### src/rtl/ieu_pkg.sv
// Shared constants, codes and helpers of the infix expression evaluator.
package ieu_pkg;

  localparam int unsigned StackDepthDef   = 32;
  localparam int unsigned FractionBitsDef = 32;

  localparam logic [63:0] SignMin = 64'h8000_0000_0000_0000;
  localparam logic [63:0] PosMax  = 64'h7FFF_FFFF_FFFF_FFFF;

  // token kinds on the input word
  localparam logic [2:0] TK_NUMBER = 3'd0;
  localparam logic [2:0] TK_OPER   = 3'd1;
  localparam logic [2:0] TK_OPEN   = 3'd2;
  localparam logic [2:0] TK_CLOSE  = 3'd3;
  localparam logic [2:0] TK_END    = 3'd4;

  typedef enum logic [1:0] {
    ST_OK       = 2'd0,
    ST_SYNTAX   = 2'd1,
    ST_DIVZERO  = 2'd2,
    ST_OVERFLOW = 2'd3
  } status_e;

  // operator stack entry codes
  localparam logic [2:0] OP_ADD   = 3'd0;
  localparam logic [2:0] OP_SUB   = 3'd1;
  localparam logic [2:0] OP_MUL   = 3'd2;
  localparam logic [2:0] OP_DIV   = 3'd3;
  localparam logic [2:0] OP_PAREN = 3'd4;

  function automatic logic [1:0] op_prio(logic [2:0] op);
    logic [1:0] p;
    if (op == OP_PAREN) p = 2'd0;
    else if (op >= OP_MUL) p = 2'd2;
    else p = 2'd1;
    return p;
  endfunction

endpackage

### src/rtl/ieu_alu.sv
// Multi-cycle saturating fixed-point arithmetic unit: add, subtract, multiply, divide.
module ieu_alu #(
  parameter int unsigned FRACTION_BITS = ieu_pkg::FractionBitsDef
) (
  input  logic        clk_i,
  input  logic        rst_ni,
  input  logic        start_i,
  input  logic [2:0]  op_i,
  input  logic [63:0] a_i,
  input  logic [63:0] b_i,
  output logic        done_o,
  output logic [63:0] result_o
);
  import ieu_pkg::*;

  typedef enum logic [3:0] {
    A_IDLE = 4'b0001,
    A_MUL  = 4'b0010,
    A_DIV  = 4'b0100,
    A_SAT  = 4'b1000
  } alu_state_e;

  alu_state_e   state_q, state_d;
  logic         done_q, done_d;
  logic         is_mul_q, is_mul_d;
  logic         neg_q, neg_d;
  logic [6:0]   cnt_q, cnt_d;
  logic [63:0]  ma_q, ma_d, mb_q, mb_d;
  logic [63:0]  pp_q, pp_d;
  logic [127:0] acc_q, acc_d;
  logic [127:0] num_q, num_d;
  logic [63:0]  rem_q, rem_d;
  logic [63:0]  res_q, res_d;

  logic [63:0]  mag_a, mag_b, sum, dif;
  logic [31:0]  half_a, half_b;
  logic [1:0]   prev;
  logic [127:0] pp_shift;
  logic [64:0]  trial, trial_sub;
  logic         ge;
  logic [127:0] src;

  assign mag_a = a_i[63] ? (64'd0 - a_i) : a_i;
  assign mag_b = b_i[63] ? (64'd0 - b_i) : b_i;
  assign sum   = a_i + b_i;
  assign dif   = a_i - b_i;

  assign half_a = cnt_q[0] ? ma_q[63:32] : ma_q[31:0];
  assign half_b = cnt_q[1] ? mb_q[63:32] : mb_q[31:0];
  assign prev   = cnt_q[1:0] - 2'd1;

  always_comb begin
    case ({1'b0, prev[0]} + {1'b0, prev[1]})
      2'd0:    pp_shift = {64'd0, pp_q};
      2'd1:    pp_shift = {32'd0, pp_q, 32'd0};
      default: pp_shift = {pp_q, 64'd0};
    endcase
  end

  assign trial     = {rem_q, num_q[127]};
  assign ge        = trial >= {1'b0, mb_q};
  assign trial_sub = trial - {1'b0, mb_q};
  assign src       = is_mul_q ? (acc_q >> FRACTION_BITS) : acc_q;

  always_comb begin
    state_d  = state_q;
    done_d   = 1'b0;
    is_mul_d = is_mul_q;
    neg_d    = neg_q;
    cnt_d    = cnt_q;
    ma_d     = ma_q;
    mb_d     = mb_q;
    pp_d     = pp_q;
    acc_d    = acc_q;
    num_d    = num_q;
    rem_d    = rem_q;
    res_d    = res_q;
    case (state_q)
      A_IDLE: begin
        if (start_i) begin
          neg_d = a_i[63] ^ b_i[63];
          cnt_d = 7'd0;
          acc_d = '0;
          ma_d  = mag_a;
          mb_d  = mag_b;
          rem_d = '0;
          num_d = {64'd0, mag_a} << FRACTION_BITS;
          case (op_i)
            OP_ADD: begin
              res_d  = sum;
              if (a_i[63] == b_i[63] && sum[63] != a_i[63])
                res_d = a_i[63] ? SignMin : PosMax;
              done_d = 1'b1;
            end
            OP_SUB: begin
              res_d  = dif;
              if (a_i[63] != b_i[63] && dif[63] != a_i[63])
                res_d = a_i[63] ? SignMin : PosMax;
              done_d = 1'b1;
            end
            OP_MUL: begin
              is_mul_d = 1'b1;
              state_d  = A_MUL;
            end
            default: begin
              is_mul_d = 1'b0;
              state_d  = A_DIV;
            end
          endcase
        end
      end
      A_MUL: begin
        // partial product of this step, accumulate the previous one
        pp_d  = {32'd0, half_a} * {32'd0, half_b};
        if (cnt_q != 7'd0) acc_d = acc_q + pp_shift;
        cnt_d = cnt_q + 7'd1;
        if (cnt_q == 7'd4) state_d = A_SAT;
      end
      A_DIV: begin
        rem_d = ge ? trial_sub[63:0] : trial[63:0];
        acc_d = {acc_q[126:0], ge};
        num_d = {num_q[126:0], 1'b0};
        cnt_d = cnt_q + 7'd1;
        if (cnt_q == 7'd127) state_d = A_SAT;
      end
      A_SAT: begin
        if (neg_q) begin
          if (src[127:64] != 64'd0 || src[63:0] > SignMin) res_d = SignMin;
          else res_d = 64'd0 - src[63:0];
        end else begin
          if (src[127:64] != 64'd0 || src[63:0] > PosMax) res_d = PosMax;
          else res_d = src[63:0];
        end
        done_d  = 1'b1;
        state_d = A_IDLE;
      end
      default: state_d = A_IDLE;
    endcase
  end

  always_ff @(posedge clk_i or negedge rst_ni) begin
    if (!rst_ni) begin
      state_q <= A_IDLE;
      done_q  <= 1'b0;
    end else begin
      state_q <= state_d;
      done_q  <= done_d;
    end
  end

  always_ff @(posedge clk_i) begin
    is_mul_q <= is_mul_d;
    neg_q    <= neg_d;
    cnt_q    <= cnt_d;
    ma_q     <= ma_d;
    mb_q     <= mb_d;
    pp_q     <= pp_d;
    acc_q    <= acc_d;
    num_q    <= num_d;
    rem_q    <= rem_d;
    res_q    <= res_d;
  end

  assign done_o   = done_q;
  assign result_o = res_q;

endmodule

### config.mk
export PLATFORM = sky130hd
export DESIGN_NAME = ieu_alu
export DESIGN_NICKNAME = d
export VERILOG_FILES = /design/src/rtl/ieu_pkg.sv /design/src/rtl/ieu_alu.sv
export SDC_FILE = /design/constraint.sdc
export NUM_CORES = 2
export LEC_CHECK = 0
export BUFFER_PORTS_ARGS = -buffer_cell sky130_fd_sc_hd__clkbuf_2
export CORE_ASPECT_RATIO = 1.1
export CORE_UTILIZATION = 40
export DETAILED_ROUTE_END_ITERATION = 8
export GPL_ROUTABILITY_DRIVEN = 0
export PLACE_DENSITY_LB_ADDON = 0.05
export SLEW_MARGIN = 25
export SYNTH_ARGS = -nofsm -noshare
export SYNTH_HDL_FRONTEND = slang
export SYNTH_SLANG_ARGS = --single-unit
### constraint.sdc
create_clock -name clk_i -period 13 [get_ports clk_i]
set_clock_uncertainty 0.15 [all_clocks]
set_input_delay 1.3 -clock clk_i [delete_from_list [all_inputs] [get_ports clk_i]]
set_output_delay 1.3 -clock clk_i [all_outputs]
set_load 0.03 [all_outputs]
# After elaboration in Yosys (flattened, before gate mapping)
# Cells that the tools add are included.
dict set report word_totals {
  regBits 590
  word_cells 103
}
dict set report op_classes {
  add_sub_neg 10
  n_mul 1
  n_lt_le_gt_ge 3
  n_eq_ne 19
  muxes 34
  bitwise_logic 2
  n_reduce_logical 21
}
# operator count
set op_table {}
lappend op_table {{$mux 64} 10}
lappend op_table {{$mux 128} 4}
lappend op_table {{$pmux 128 s2} 2}
lappend op_table {{$pmux 128 s3} 1}
lappend op_table {{$pmux 64 s2} 3}
lappend op_table {{$sub 1x64->64 const A} 3}
lappend op_table {{$add 128x128->128} 1}
lappend op_table {{$sub 64x64->64} 2}
lappend op_table {{$ge 65x64->1} 1}
lappend op_table {{$add 64x64->64} 1}
lappend op_table {{$gt 64x63->1 const B} 1}
lappend op_table {{$gt 64x64->1 const B} 1}
lappend op_table {{$mul 32x32->64} 1}
lappend op_table {{$mux 32} 2}
lappend op_table {{$reduce_bool 64->1} 1}
lappend op_table {{$mux 63} 1}
lappend op_table {{$pmux 7 s2} 1}
lappend op_table {{$mux 4} 3}
lappend op_table {{$pmux 4 s3} 1}
lappend op_table {{$ne 2x2->1 const B} 5}
lappend op_table {{$reduce_and 3->1} 3}
lappend op_table {{$pmux 4 s2} 1}
lappend op_table {{$add 7x1->7 const B} 1}
lappend op_table {{$eq 7x3->1 const B} 1}
lappend op_table {{other kinds (28)} 39}

# Depth between registers and ports, before layout
dict set report logic_depth {
  ltp_word 7
  mapped_depth 36
  depth_no_buf 33
}

# Worst setup path before layout
# Ideal clock, no wire load.
dict set report synth_path {
  path_kind {flip-flop to flip-flop}
  start {register cnt_q[0]}
  end {register pp_q[63], data pin}
  setup_time_ns 0.260
  t_arrival_ns 8.969
  required_ns 12.590
  setup_slack_ns 3.621
  stages_incl_launch_ff 33
  path_buffers 4
  cell_sequence {edfxtp_1 > clkbuf_1 > buf_1 > clkbuf_1 > mux2i_1 > clkbuf_1 > nor2_1 > fa_1 > fa_1 > inv_1 > fa_1 > fa_1 > fa_1 > inv_1 > fa_1 > fa_1 > inv_1 > fa_1 > inv_1 > ha_1 > a21o_1 > a21o_1 > a21oi_1 > nand2_1 > o31ai_1 > o311ai_0 > nand2_1 > o21a_1 > o21ai_0 > a221oi_1 > o221ai_1 > a21oi_1 > xnor2_1}
}
dict set report synth_via {
  elab_chain_cells 2
}
# item line
set synth_rtl {}
lappend synth_rtl {{from (decl)} ieu_alu.sv:27} ;# logic [6:0] cnt_q, cnt_d;
lappend synth_rtl {{from (signal assigned)} ieu_alu.sv:154} ;# cnt_q <= cnt_d;
lappend synth_rtl {{$mux 32} ieu_alu.sv:48} ;# assign half_a = cnt_q[0] ? ma_q[63:32] : ma_q[31:0];
lappend synth_rtl {{$mul 32x32->64} ieu_alu.sv:114} ;# pp_d = {32'd0, half_a} * {32'd0, half_b};
lappend synth_rtl {{to (signal assigned)} ieu_alu.sv:157} ;# pp_q <= pp_d;
lappend synth_rtl {{to (decl)} ieu_alu.sv:29} ;# logic [63:0] pp_q, pp_d;
# No other way between the ends.
# A chain may end at the register's enable or synchronous reset.

# Final worst setup path
dict set report layout_path {
  start {register cnt_q[0]}
  end {register pp_q[62], data pin}
}
# Same word-level chain as after synthesis.

==> summary.json <==
{
  "worst_skew_pair.late_latency_ns": 0.73,
  "startpoint": "cnt_q[0]",
  "final_antenna_net_count": 0,
  "clkSlewWorstSetupHoldPaths_ns": 0.06,
  "final_layout_worst_hold_slack_ns": 0.277,
  "postCtsResizedCells": 0,
  "die_width_um": 429,
  "report.final.slew_viol_count": 0,
  "synth.cell_area_um2": 80400,
  "place_hpwl_um": 273000,
  "multi_input_area_um2": 57900,
  "yosys_most_used_dff": "sky130_fd_sc_hd__edfxtp_1",
  "fin_tns_setup_ns": 0,
  "critPathSlowestCell": "sky130_fd_sc_hd__o31ai_1",
  "avgRoutedWirePerCell_um": 28.3,
  "ff_latch_area_um2": 16700,
  "cts_setup_buffers": 0,
  "floorplan.initialDensity_pct": 40.3,
  "cts_max_level": 3,
  "finalSetupViolations": 0,
  "antenna_violations_before_repair": 33,
  "stdcell_count": 12000,
  "grt_busiest_layer": "met2",
  "final.fill_count": 20100,
  "finalHoldViolCount": 0,
  "numPlacedInstances": 11800,
  "final_net_count": 10900,
  "overflow": 0,
  "tightestPinTransition_ns": 1.13,
  "synth_edf_count": 553,
  "io_pins": 199,
  "drtPass1Iterations": 5,
  "synth-seq-area-share_pct": 20.8,
  "maxCapViolations": 0,
  "grt_first_pass_wirelength_um": 488000,
  "maxClockFrequency_mhz": 92.3,
  "synth-async-reset-ratio_pct": 0.896,
  "first_iter_violations": 7820,
  "critical_path_arrival_ns": 11.16,
  "synthDominantAreaCellType": "sky130_fd_sc_hd__fa_1",
  "globalRouteMet3Util_pct": 5.57,
  "mappedNetlistNets": 11000,
  "worstSetupStartpointType": "flip-flop",
  "critical_path.most_common_cell": "sky130_fd_sc_hd__fa_1",
  "grt.met1_usage_pct": 43.8,
  "synth_largest_type_area_fraction_pct": 22.4,
  "final_layout_size_suffix_gt1_share_pct": 6.95,
  "critPathKind": "flip-flop to flip-flop",
  "largest_net_degree_at_the_start_of_global_routing": 95,
  "crit_path_end": "pp_q[62]",
  "outcome": "finished clean",
  "synth_most_common_cell": "sky130_fd_sc_hd__nor2_1",
  "io_buffers": 198,
  "synthesis.area_per_instance_um2": 8.59,
  "worstReg2RegEnd": "pp_q[62]",
  "worst-endpoint-required_ns": 13.32,
  "post_cts_hold_buffer_count": 0,
  "netlist_instances": 9357,
  "layout_worst_path_cycle_share_pct": 83.4,
  "number_of_clock_buffers_inserted_by_tritoncts": 73,
  "total_global_routing_track_utilization_pct": 32.9,
  "routed-via-count": 71100,
  "fp.dieArea_um2": 203000,
  "cell_at_the_root_of_the_clock_tree": "sky130_fd_sc_hd__clkbuf_16",
  "syn2layout_area_growth_pct": 7.90,
  "use_met2_pct": 51.7,
  "synth-seq-cells": 558,
  "layout_min_cycle_time_ns": 10.84,
  "cts_num_sinks": 558,
  "synth_top_cells_by_count": "sky130_fd_sc_hd__nor2_1 (1175), sky130_fd_sc_hd__inv_1 (1118), sky130_fd_sc_hd__nand2_1 (915)",
  "reg2reg_from": "cnt_q[0]",
  "netlist_top_cells_area": "sky130_fd_sc_hd__fa_1 (22%), sky130_fd_sc_hd__edfxtp_1 (21%), sky130_fd_sc_hd__ha_1 (9.1%)",
  "tritoncts": "built",
  "placement_rows": 172,
  "timing.final.ws_setup_ns": 2.16,
  "critical-path-max-stage-delay_ns": 0.89,
  "relSlewSlack_pct": 23.8,
  "critPathMaxFanout": 41,
  "number_of_global_route_vias_before_repair": 70000,
  "die_height_um": 472,
  "wirelength_um": 339000,
  "cts.path.max_buffers": 3,
  "reg2reg_slack_ns": 2.16,
  "number_of_distinct_library_cells_after_synthesis": 87,
  "holdCritPathClass": "primary input to asynchronous set/reset pin",
  "routed_via_density": 5.94,
  "worst_reg2reg_path_length_in_cells": 31,
  "place_worst_setup_slack_ns": 2.23,
  "drc_errors": 0,
  "placeableCoreArea_um2": 200000,
  "setup_repair_after_global_routing_missed_its_margin": "false",
  "worstSetupEndpointType": "flip-flop",
  "ys.warnings.count": 0
}
[cells in the final DEF (no fill, tap or decap), types with 30 or more instances in the layout]
cell type	instances
sky130_fd_sc_hd__inv_1	1116
sky130_fd_sc_hd__o31ai_1	87
sky130_fd_sc_hd__and3_1	43
sky130_fd_sc_hd__clkbuf_2	198
sky130_fd_sc_hd__a21o_1	202
sky130_fd_sc_hd__o21bai_1	103
sky130_fd_sc_hd__nand2_1	914
sky130_fd_sc_hd__a31oi_1	55
sky130_fd_sc_hd__mux2i_1	110
sky130_fd_sc_hd__nand4_1	136
sky130_fd_sc_hd__a21oi_1	662
sky130_fd_sc_hd__fa_1	901
sky130_fd_sc_hd__and2_1	118
sky130_fd_sc_hd__or3_1	36
sky130_fd_sc_hd__nor4_1	59
sky130_fd_sc_hd__ha_1	585
sky130_fd_sc_hd__nand2b_1	53
sky130_fd_sc_hd__buf_4	152
sky130_fd_sc_hd__mux2_2	56
sky130_fd_sc_hd__nor3_1	150
sky130_fd_sc_hd__xor2_1	131
sky130_fd_sc_hd__xnor2_1	367
sky130_fd_sc_hd__or2_2	30
sky130_fd_sc_hd__a211oi_1	38
sky130_fd_sc_hd__edfxtp_1	553
sky130_fd_sc_hd__o21a_1	44
sky130_fd_sc_hd__nor2_1	1173
sky130_fd_sc_hd__nand3_1	97
sky130_fd_sc_hd__a22o_1	82
sky130_fd_sc_hd__clkbuf_16	73
sky130_fd_sc_hd__o21ai_0	503
sky130_fd_sc_hd__nor2b_1	45
[metrics by stage]
stage          instance area (um^2)  util [%]
2_1_floorplan                 80400         -
3_3_place_gp                  84300      42.2
3_5_place_dp                  84300      42.2
4_1_cts                       86700      43.4
5_1_grt                       86700      43.4
6_report                      86700      43.4
[flip-flops by register name, indices dropped and copies added (netlist names), 7 cells and up]
| name | cells |
|---|---|
| num_q | 96 |
| acc_q | 128 |
| ma_q | 64 |
| pp_q | 64 |
| cnt_q | 7 |
| result_o | 64 |
| mb_q | 64 |
| rem_q | 64 |
[critical path, delay by kind of cell, from the launching register on]
family / cells / cell delay [ns]
XOR/XNOR: 1 / 0.17
AO/OA/AOI/OAI: 10 / 3.06
flip-flops: 1 / 0.67
multiplexers: 1 / 0.33
AND/OR/NAND/NOR: 2 / 0.37
buffers and inverters: 8 / 1.51
adder cells (fa/ha/maj): 9 / 4.35
[layout make-up]
cell class / count / area share, %
diodes: 15 / 0.0433
clock buffers: 84 / 2.15
clock inverters: 48 / 0.613
inverters: 1126 / 4.88
multi-input cells: 7173 / 66.8
flip-flops and latches: 558 / 19.3
well taps: 2610 / 3.76
repair buffers: 351 / 2.47
[per-layer routing]
metal	vias to the layer above	share of wire, %
li1	31400	-
met1	35800	41
met2	3248	45
met3	602	8.3
met4	22	5.7
met5	-	0.041
[cell families after synthesis]
family                     synth area share (%)
adders and majority gates                  31.6
and+or+nand+nor                            16.2
xor gates and xnor gates                   5.43
DFF                                        20.8
muxes                                      2.56
AOI/OAI and AO/OA                          15.8
buffers and inverters                      7.63
[worst min-delay path by stage]
stage                          from   endpoint  depth (start not counted)
after global placement    num_q[79]  num_q[80]                          2
after CTS                    rst_ni     done_o                          1
after floorplan           num_q[79]  num_q[80]                          2
after global routing         rst_ni     done_o                          1
after detailed placement  num_q[79]  num_q[80]                          2
final                        rst_ni     done_o                          1
Power is left out: the tool's default activity adds up to more than one toggle a clock period on the data nets, which glitch-free logic cannot reach.
